===== config.mk =====
export PLATFORM = sky130hd
export DESIGN_NAME = sbus_frame_decoder
export DESIGN_NICKNAME = d
export VERILOG_FILES = /design/src/design/sbfd_pkg.sv /design/src/design/sbfd_collector.sv /design/src/design/sbfd_unpacker.sv /design/src/design/sbus_frame_decoder.sv
export SDC_FILE = /design/constraint.sdc
export NUM_CORES = 1
export LEC_CHECK = 0
export BUFFER_PORTS_ARGS = -buffer_cell sky130_fd_sc_hd__buf_2
export CORE_ASPECT_RATIO = 1.5
export CORE_MARGIN = 2
export CORE_UTILIZATION = 40
export DETAILED_ROUTE_END_ITERATION = 8
export SETUP_SLACK_MARGIN = 0.05
export SYNTH_ARGS = -nofsm -noshare
export SYNTH_HDL_FRONTEND = slang
export SYNTH_SLANG_ARGS = --single-unit

===== constraint.sdc =====
create_clock -name i_clk -period 16.8 [get_ports i_clk]
set_input_delay 0 -clock i_clk [delete_from_list [all_inputs] [get_ports i_clk]]
set_output_delay 0 -clock i_clk [all_outputs]
set_load 0.005 [all_outputs]

===== src/design/sbfd_pkg.sv =====
`timescale 1ns / 1ps
// Package for the serial-bus frame decoder.
// Holds frame constants and the frame type passed from the collector to the unpacker.
// No dependencies.
package sbfd_pkg;

    // Frame framing bytes and geometry.
    localparam logic [7:0] START_BYTE = 8'h0F;
    localparam logic [7:0] END_BYTE   = 8'h00;
    localparam int FRAME_LEN  = 25;
    localparam int DATA_BYTES = 22;
    localparam int FS_BYTE    = 23;
    localparam int FS_BIT     = 3;
    localparam int NUM_CH     = 16;
    localparam int CH_W       = 11;
    localparam int POS_W      = $clog2(FRAME_LEN);
    localparam int IDX_W      = $clog2(NUM_CH);
    localparam int DATA_W     = DATA_BYTES * 8;

    // Position of the end byte within the frame.
    localparam logic [POS_W-1:0] LAST_POS = POS_W'(FRAME_LEN - 1);
    // Index of the final channel.
    localparam logic [IDX_W-1:0] LAST_CH  = IDX_W'(NUM_CH - 1);

    // One complete, checked frame: packed channel data and the failsafe flag.
    typedef struct packed {
        logic [DATA_W-1:0] data;
        logic              failsafe;
    } t_frame;

endpackage


===== src/design/sbfd_collector.sv =====
`timescale 1ns / 1ps
// Byte collector for the serial-bus frame decoder: start-byte hunt and frame storage.
// Depends on sbfd_pkg.
module sbfd_collector (
    input  logic                 i_clk,
    input  logic                 i_rst_n,
    input  logic                 i_rx_valid,
    output logic                 o_rx_ready,
    input  logic [7:0]           i_rx_byte,
    output logic                 o_frame_valid,
    input  logic                 i_frame_ready,
    output sbfd_pkg::t_frame     o_frame
);
    import sbfd_pkg::*;

    logic [POS_W-1:0] r_pos;
    logic [POS_W-1:0] n_pos;
    logic [7:0]       r_frame [1:FS_BYTE];
    logic             w_accept;

    // The end byte can only be taken when the unpacker can take the frame.
    assign o_rx_ready = (r_pos != LAST_POS) || i_frame_ready;
    assign w_accept   = i_rx_valid && o_rx_ready;

    // A good frame is offered while its end byte is presented.
    assign o_frame_valid = i_rx_valid && (r_pos == LAST_POS) && (i_rx_byte == END_BYTE);

    // Next byte position: hunt for the start byte, then count through the frame.
    always_comb begin
        n_pos = r_pos;
        if (w_accept) begin
            priority if (r_pos == '0) begin
                if (i_rx_byte == START_BYTE) begin
                    n_pos = POS_W'(1);
                end
            end else if (r_pos == LAST_POS) begin
                n_pos = '0;
            end else begin
                n_pos = r_pos + POS_W'(1);
            end
        end
    end

    always_ff @(posedge i_clk) begin
        if (!i_rst_n) begin
            r_pos <= '0;
        end else begin
            r_pos <= n_pos;
        end
    end

    // Store the data bytes and the flag byte; start and end bytes need no storage.
    always_ff @(posedge i_clk) begin
        if (w_accept && (r_pos != '0) && (r_pos != LAST_POS)) begin
            r_frame[r_pos] <= i_rx_byte;
        end
    end

    // Pack the data bytes least significant byte first.
    for (genvar g = 0; g < DATA_BYTES; g++) begin : g_pack
        assign o_frame.data[g*8 +: 8] = r_frame[g+1];
    end
    assign o_frame.failsafe = r_frame[FS_BYTE][FS_BIT];

endmodule


===== src/design/sbfd_unpacker.sv =====
`timescale 1ns / 1ps
// Channel unpacker for the serial-bus frame decoder: frame snapshot and result register.
// Depends on sbfd_pkg.
module sbfd_unpacker (
    input  logic                    i_clk,
    input  logic                    i_rst_n,
    input  logic                    i_frame_valid,
    output logic                    o_frame_ready,
    input  sbfd_pkg::t_frame        i_frame,
    output logic                    o_valid,
    input  logic                    i_ready,
    output logic [sbfd_pkg::IDX_W-1:0] o_channel_index,
    output logic [sbfd_pkg::CH_W-1:0]  o_channel_value,
    output logic                    o_failsafe,
    output logic                    o_last
);
    import sbfd_pkg::*;

    t_frame           r_snap;
    logic             r_busy;
    logic [IDX_W-1:0] r_chan;
    logic             r_out_valid;
    logic [IDX_W-1:0] r_idx;
    logic [CH_W-1:0]  r_val;
    logic             r_fs;
    logic             r_last;
    logic [CH_W-1:0]  w_chan [NUM_CH];
    logic             w_take;
    logic             w_load;

    assign o_frame_ready = !r_busy;
    assign w_take        = i_frame_valid && !r_busy;
    assign w_load        = r_busy && (!r_out_valid || i_ready);

    // Split the snapshot into its sixteen 11-bit channel fields.
    for (genvar g = 0; g < NUM_CH; g++) begin : g_chan
        assign w_chan[g] = r_snap.data[g*CH_W +: CH_W];
    end

    // Snapshot a good frame so the collector can start on the next one.
    always_ff @(posedge i_clk) begin
        if (w_take) begin
            r_snap <= i_frame;
        end
    end

    // Channel counter walks through the snapshot while busy.
    always_ff @(posedge i_clk) begin
        if (!i_rst_n) begin
            r_busy <= 1'b0;
            r_chan <= '0;
        end else if (w_take) begin
            r_busy <= 1'b1;
            r_chan <= '0;
        end else if (w_load) begin
            r_chan <= r_chan + IDX_W'(1);
            if (r_chan == LAST_CH) begin
                r_busy <= 1'b0;
            end
        end
    end

    // Result register valid flag.
    always_ff @(posedge i_clk) begin
        if (!i_rst_n) begin
            r_out_valid <= 1'b0;
        end else if (w_load) begin
            r_out_valid <= 1'b1;
        end else if (i_ready) begin
            r_out_valid <= 1'b0;
        end
    end

    // Result register payload.
    always_ff @(posedge i_clk) begin
        if (w_load) begin
            r_idx  <= r_chan;
            r_val  <= w_chan[r_chan];
            r_fs   <= r_snap.failsafe;
            r_last <= (r_chan == LAST_CH);
        end
    end

    assign o_valid         = r_out_valid;
    assign o_channel_index = r_idx;
    assign o_channel_value = r_val;
    assign o_failsafe      = r_fs;
    assign o_last          = r_last;

    // The last flag only ever rides on the final channel.
    a_last_is_final: assert property (@(posedge i_clk) disable iff (!i_rst_n)
        (o_valid && o_last) |-> (o_channel_index == LAST_CH))
        else $error("last flag on a channel other than the final one");

    // Results of one frame follow each other without gaps in channel order.
    a_channel_order: assert property (@(posedge i_clk) disable iff (!i_rst_n)
        (o_valid && i_ready && !o_last) |=>
        (o_valid && (o_channel_index == $past(o_channel_index) + IDX_W'(1))))
        else $error("channel sequence broken within a frame");

    // A taken frame starts unpacking at the first channel.
    a_frame_start: assert property (@(posedge i_clk) disable iff (!i_rst_n)
        (i_frame_valid && !r_busy) |=> (r_busy && (r_chan == '0)))
        else $error("frame taken but unpacking did not start at channel zero");

endmodule


===== src/design/sbus_frame_decoder.sv =====
`timescale 1ns / 1ps
// Top level of the serial-bus 16-channel frame decoder.
// Depends on sbfd_pkg, sbfd_collector and sbfd_unpacker.
//
//  Channel  | Handshake               | Payload
//  ---------+-------------------------+------------------------------------------------
//  rx in    | i_rx_valid / o_rx_ready | i_rx_byte
//  ch out   | o_ch_valid / i_ch_ready | o_channel_index, o_channel_value, o_failsafe,
//           |                         | o_last
//
// One byte is taken per cycle while i_rx_valid is high and o_rx_ready allows it.
// A good frame yields sixteen items from a frame snapshot, one per cycle unless i_ch_ready
// stalls; the end byte loads the snapshot and the busy flag, then the result register.
// The end byte of a frame waits only while the previous frame is still being unpacked.
// Reset (synchronous, active low) returns to hunting for the start byte.
// A stalled result register holds its item; input bytes up to the next end byte keep flowing.
module sbus_frame_decoder (
    input  logic                        i_clk,
    input  logic                        i_rst_n,
    input  logic                        i_rx_valid,
    output logic                        o_rx_ready,
    input  logic [7:0]                  i_rx_byte,
    output logic                        o_ch_valid,
    input  logic                        i_ch_ready,
    output logic [sbfd_pkg::IDX_W-1:0]  o_channel_index,
    output logic [sbfd_pkg::CH_W-1:0]   o_channel_value,
    output logic                        o_failsafe,
    output logic                        o_last
);
    import sbfd_pkg::*;

    t_frame w_frame;
    logic   w_frame_valid;
    logic   w_frame_ready;

    // Start-byte hunt and frame storage.
    sbfd_collector u_collector (
        .i_clk         (i_clk),
        .i_rst_n       (i_rst_n),
        .i_rx_valid    (i_rx_valid),
        .o_rx_ready    (o_rx_ready),
        .i_rx_byte     (i_rx_byte),
        .o_frame_valid (w_frame_valid),
        .i_frame_ready (w_frame_ready),
        .o_frame       (w_frame)
    );

    // Channel unpacking into the result register.
    sbfd_unpacker u_unpacker (
        .i_clk           (i_clk),
        .i_rst_n         (i_rst_n),
        .i_frame_valid   (w_frame_valid),
        .o_frame_ready   (w_frame_ready),
        .i_frame         (w_frame),
        .o_valid         (o_ch_valid),
        .i_ready         (i_ch_ready),
        .o_channel_index (o_channel_index),
        .o_channel_value (o_channel_value),
        .o_failsafe      (o_failsafe),
        .o_last          (o_last)
    );

endmodule

; Yosys cells after proc, flatten, opt, wreduce, memory -nomap -nowiden
; Memories as Yosys holds them, arrays and structs flattened. A register that Yosys moved wholly into a read port is not among the register bits.
; Cells that the tools add are included.
[word_totals]
register_bits = 28
latch_bits = 0
ramBits = 184
mem_bits_ro = 0
out_inout_bits = 19
word_cells = 52
n_memories = 1
[memory_table]
columns = name, words, word_bits, read_ports, rd_ports_with_merged_regs, wr, line_no
row1 = u_collector.r_frame, 23, 8, 23, 23, 1, sbfd_collector.sv:18  ; logic [7:0] r_frame [1:FS_BYTE];
[op_classes]
addsub = 2
mul = 0
div_mod_pow = 0
order_cmp = 1
eq_ne = 5
shifts = 0
n_mux = 13
bitwise = 2
n_reduce_logical = 20
[op_table]
columns = cell, count
row1 = 11-bit binary-select mux with 4-bit select, 1
row2 = 11-bit two-way mux, 2
row3 = 5-bit two-way mux, 3
row4 = "8-bit by 4-bit equality test with 1-bit output, second input constant", 1
row5 = 8-bit logical NOT, 1
row6 = 1-bit logical AND, 7
row7 = 1-bit two-way mux, 7
row8 = 2-bit nonzero test, 3
row9 = "5-bit by 1-bit adder with 5-bit output, second input constant", 1
row10 = "5-bit equality test, second input constant", 1
row11 = "5-bit >= comparator, second input constant", 1
row12 = 5-bit logical NOT, 1
row13 = "5-bit != test, second input constant", 1
row14 = 4-bit NOT with 5-bit output, 1
row15 = 5-bit nonzero test, 1
row16 = "4-bit by 1-bit adder with 4-bit output, second input constant", 1
row17 = "4-bit equality test, second input constant", 1
row18 = 2-bit AND reduction, 2
row19 = 1-bit logical NOT, 2
row20 = 1-bit logical OR, 2
row21 = "2-bit != test, second input constant", 1
row22 = 2-bit OR reduction, 1
row23 = 1-bit NOT, 1

; Longest topological paths before layout
[logic_depth]
word_depth = 7
depth_mapped = 6
mapped_depth_nobuf = 6

; Cells and area by module
; Synthesis repeated with hierarchy kept, for this count alone.
[hier_totals]
hier_cells = 587
hier_area_um2 = 13329.0
[by_module_without_submodules]
columns = module, n_inst, cells_each, area_each_um2
row1 = sbfd_unpacker, 1, 320, 7420.9
row2 = sbfd_collector, 1, 267, 5908.2

; Worst setup path after synthesis
; OpenSTA, ideal clock, no wires.
[synth_timing]
path_kind = register to register
start = register u_collector.r_pos[0]
end = register u_unpacker.r_busy
setup_time_ps = 101
arrival_time_ps = 11231
path_slack_ps = 5467
path_stages_with_launch = 6
path_buffers = 0
cell_sequence = dfxtp_1 > inv_1 > ha_1 > nand4b_1 > nor4_2 > o21a_1
[synth_via]
elab_chain_cells = 6
[synth_rtl]
columns = element, line_no
row1 = from (decl), sbfd_collector.sv:16  ; logic [POS_W-1:0] r_pos;
row2 = from (signal assigned), sbfd_collector.sv:48  ; r_pos <= n_pos;
row3 = 5-bit equality test (*), sbfd_collector.sv:26  ; assign o_frame_valid = i_rx_valid && (r_pos == LAST_POS) && (i_rx_byte == END_BYTE);
row4 = 1-bit logical AND (*) (2 in a row), sbfd_collector.sv:26
row5 = 1-bit logical AND (*), sbfd_unpacker.sv:32  ; assign w_take = i_frame_valid && !r_busy;
row6 = named net u_unpacker.w_take, sbfd_unpacker.sv:28  ; logic w_take;
row7 = 2-bit nonzero test (no line), -
row8 = 2-bit AND reduction (no line), -
row9 = to (signal assigned), sbfd_unpacker.sv:50  ; r_busy <= 1'b0;
row10 = to (signal assigned), sbfd_unpacker.sv:53  ; r_busy <= 1'b1;
row11 = to (signal assigned), sbfd_unpacker.sv:58  ; r_busy <= 1'b0;
row12 = to (decl), sbfd_unpacker.sv:20  ; logic r_busy;
; Mark *: on every way through the listed nets, which the timed path passes. The rest lies on a longest branch.
; A chain may end at the register's enable or synchronous reset.

; Final worst setup path
[layout_timing]
start = register u_collector.r_pos[0]
end = register u_unpacker.r_snap[28] (netlist name)
[layout_via]
elab_chain_cells = 4
[layout_rtl]
columns = element, line_no
row1 = 5-bit equality test, sbfd_collector.sv:26
row2 = 1-bit logical AND (2 in a row), sbfd_collector.sv:26
row3 = 1-bit logical AND, sbfd_unpacker.sv:32
row4 = named net u_unpacker.w_take, sbfd_unpacker.sv:28
; The timed path passes the listed nets, and every way through them passes these cells.

==> run summary <==
status - finished clean
Worst setup EP type - flip-flop
CP most frequent cell - buf_4
fill count - 2668
Detail Route Antenna Nets - 0
first-pass GRT wire length - 39800 µm
Min Clock Period, post-route - 3190 ps
reg2reg setup slack - 13610 ps
Longest Clk Path Bufs - 3
io pins - 31
total wire length - 27000 µm
vias per inst - 5.34
Critical Path Max Stage Delay - 780 ps
post-synthesis register bit count - 382
reg-to-reg endpoint - u_unpacker.r_snap[28]
RSZ-0062 raised after global routing - no
met1 WL - 9490 µm
CTS tree - yes
H-tree levels - 1
share of the yosys chip area belonging to registers - 85.3%
cell area power density - 118 mW/mm²
Max transition margin - 15.2%
clk slew on worst S/H paths - 70 ps
GRT Resource Usage Total - 15.8%
area of the core - 0.0327 mm²
crit-path cells - inv_1, ha_1, nand4b_1, nor4_4, buf_4, buf_4
highest metal used - met4
Main synth FF type - edfxtp_1
Slew Viols, Final - 0
net count after synthesis - 596
Fin Clk Skew - 5.76 ps
DP Area - 0.0140 mm²
# DRC - 0
Final HPWL DP - 17500 µm
VDD IR max - 0.0654 mV
antenna fix cells - 0
Die H - 227 µm
number of global-route vias before repair - 6022
Yosys cell types - 40
crit path from - u_collector.r_pos[0]
FF-to-FF Start - u_collector.r_pos[0]
drt first pass iters - 5
Least-Margin Pin Slew - 1270 ps
clk root buf - clkbuf_16
share of cells above drive strength 1 - 20.8%
commonest cells in the netlist - edfxtp_1, mux4_2, nand2_1, a22oi_1, nor2_1
Cell Rows - 81
met3 WL - 1250 µm
area share of the largest cell type after synthesis - 83.6%
Crit Path Class - reg2reg
CTS Sinks - 382
Vias - 5754
post-synthesis async set-or-reset flop share - 0%
Worst Path Arrival - 3370 ps
starting density of the core - 40.7%
die area - 0.0348 mm²
GPL Wtd Cong - 0.847
area delta synth->final - 13.0%
# setup viols final - 0
max-cap violations - 0
# resized after CTS - 0
startpoint types - flip-flop
final worst-path cycle share - 19.0%
achievable clock frequency - 314 MHz
design area - 0.0151 mm²
worst-path fanout max - 69
leakage power - 4.69 nW
routed length on met2 - 15400 µm
GRT Residual Overflow - 0
DRT iter0 DRCs - 468
routed length per instance - 25.1 µm
FF-to-FF path depth - 6
Hold Crit Class - in2reg
largest cells by area after synthesis - edfxtp_1, mux4_2, dfxtp_1
yosys warns - 0
setup TNS - 0 ps
total power - 1.78 mW
mapped cell area - 0.0133 mm²
Required @ worst endpoint - 16980 ps
Clock Latency Late Sink - 560 ps
number of port buffers - 30
largest net degree at the start of global routing - 70
Synth Area per Inst - 23.0 µm²
Post-synth EDFFs - 371
die width - 153 µm
slowest stage cell, crit path - buf_4
nets - 655
Worst setup endpoint - u_unpacker.r_snap[28]
Final Hold Vio Count - 0
initial antenna violation count - 0
post-synth top area cell - edfxtp_1
most frequent cell after synthesis - edfxtp_1
TritonCTS Buffers - 30
Mapped Cells - 579
[flip-flops by register name, indices dropped and copies added, names as in the netlist]
name and count:
u_unpacker.o_valid 1, u_unpacker.r_busy 1, u_unpacker.o_last 1, u_unpacker.o_channel_index 4
u_unpacker.o_failsafe 1, u_collector.r_pos 5, u_unpacker.o_channel_value 11, u_unpacker.r_chan 4
u_collector.r_frame 177, u_unpacker.r_snap 177
[critical path, delay by kind of cell (launching register included)]
kind,cells,cell delay (ps)
fa+ha+maj,1,340
buf+inv,3,1420
flops,1,350
simple gates,2,670
[how the worst min path moves through the flow]
stage | startpoint | end | slack [ps] | cells after the start
3_3_place_gp | i_rst_n | u_unpacker.r_busy | 320 | 2
4_1_cts | i_rx_byte[3] | u_collector.r_frame[7][3] | 6 | 1
6_report | i_rx_byte[3] | u_collector.r_frame[9][3] | 20 | 1
3_5_place_dp | i_rst_n | u_unpacker.r_busy | 340 | 2
5_1_grt | i_rx_byte[3] | u_collector.r_frame[4][3] | 10 | 1
2_1_floorplan | i_rx_byte[0] | u_collector.r_frame[10][0] | 100 | 0
[cells in the final DEF (no fill, tap or decap), types with 6 or more instances in the layout]
cell type	count
edfxtp_1	371
mux4_2	44
clkbuf_16	31
buf_2	30
nand2_1	25
a22oi_1	23
nor2_1	17
and2_1	10
dfxtp_1	9
clkinv_2	8
dlygate4sd3_1	8
buf_4	7
inv_1	6
nand3_1	6
[kinds of logic after synthesis]
kind of cell / Yosys count / synth area share, %
AO/OA/AOI/OAI: 38 / 2.31
XOR/XNOR: 4 / 0.263
buffers and inverters: 24 / 0.996
AND/OR/NAND/NOR: 80 / 3.08
adder cells (fa/ha/maj): 5 / 0.470
multiplexers: 46 / 7.59
flip-flops: 382 / 85.3
[final cells by class]
class / instances / area [µm²] / share of cell area [%]
well taps: 415 / 519 / 3.45
repair buffers: 45 / 283 / 1.88
clock buffers: 35 / 791 / 5.25
flip-flops and latches: 382 / 11400 / 75.5
multi-input cells: 173 / 1840 / 12.2
clock inverters: 21 / 233 / 1.55
inverters: 6 / 22.5 / 0.150
[stage by stage]
| step | cells | hold WS, ps | setup WS (ps) | utilization (%) |
|---|---|---|---|---|
| floorplan | 579 | 98.9 | 5470 | - |
| global placement | 1013 | 319 | 13820 | 42.6 |
| detailed placement | 1013 | 336 | 13640 | 42.6 |
| CTS | 1077 | 5.88 | 13610 | 46.0 |
| global route | 1077 | 12.1 | 13440 | 46.0 |
| finish | 1077 | 15.5 | 13610 | 46.0 |
[per-layer routing]
layer | global-route usage, % | up-vias
met3 | 1.88 | 52
met5 | 0 | -
met2 | 30.6 | 210
met1 | 17.6 | 3014
li1 | - | 2478
met4 | 6.39 | 0
[timing repair]
| item | 4_1_cts | 5_1_grt |
|---|---|---|
| setup buffers | 0 | 0 |
| hold buffers | 8 | 0 |
| hold endpoints to repair | 117 | 0 |
[power breakdown]
group / internal (mW) / switching [mW]
clock: 0.414 / 0.313
sequential: 1.03 / 0.0000189
combinational: 0.00305 / 0.0115
(Power assumes the default switching activity.)
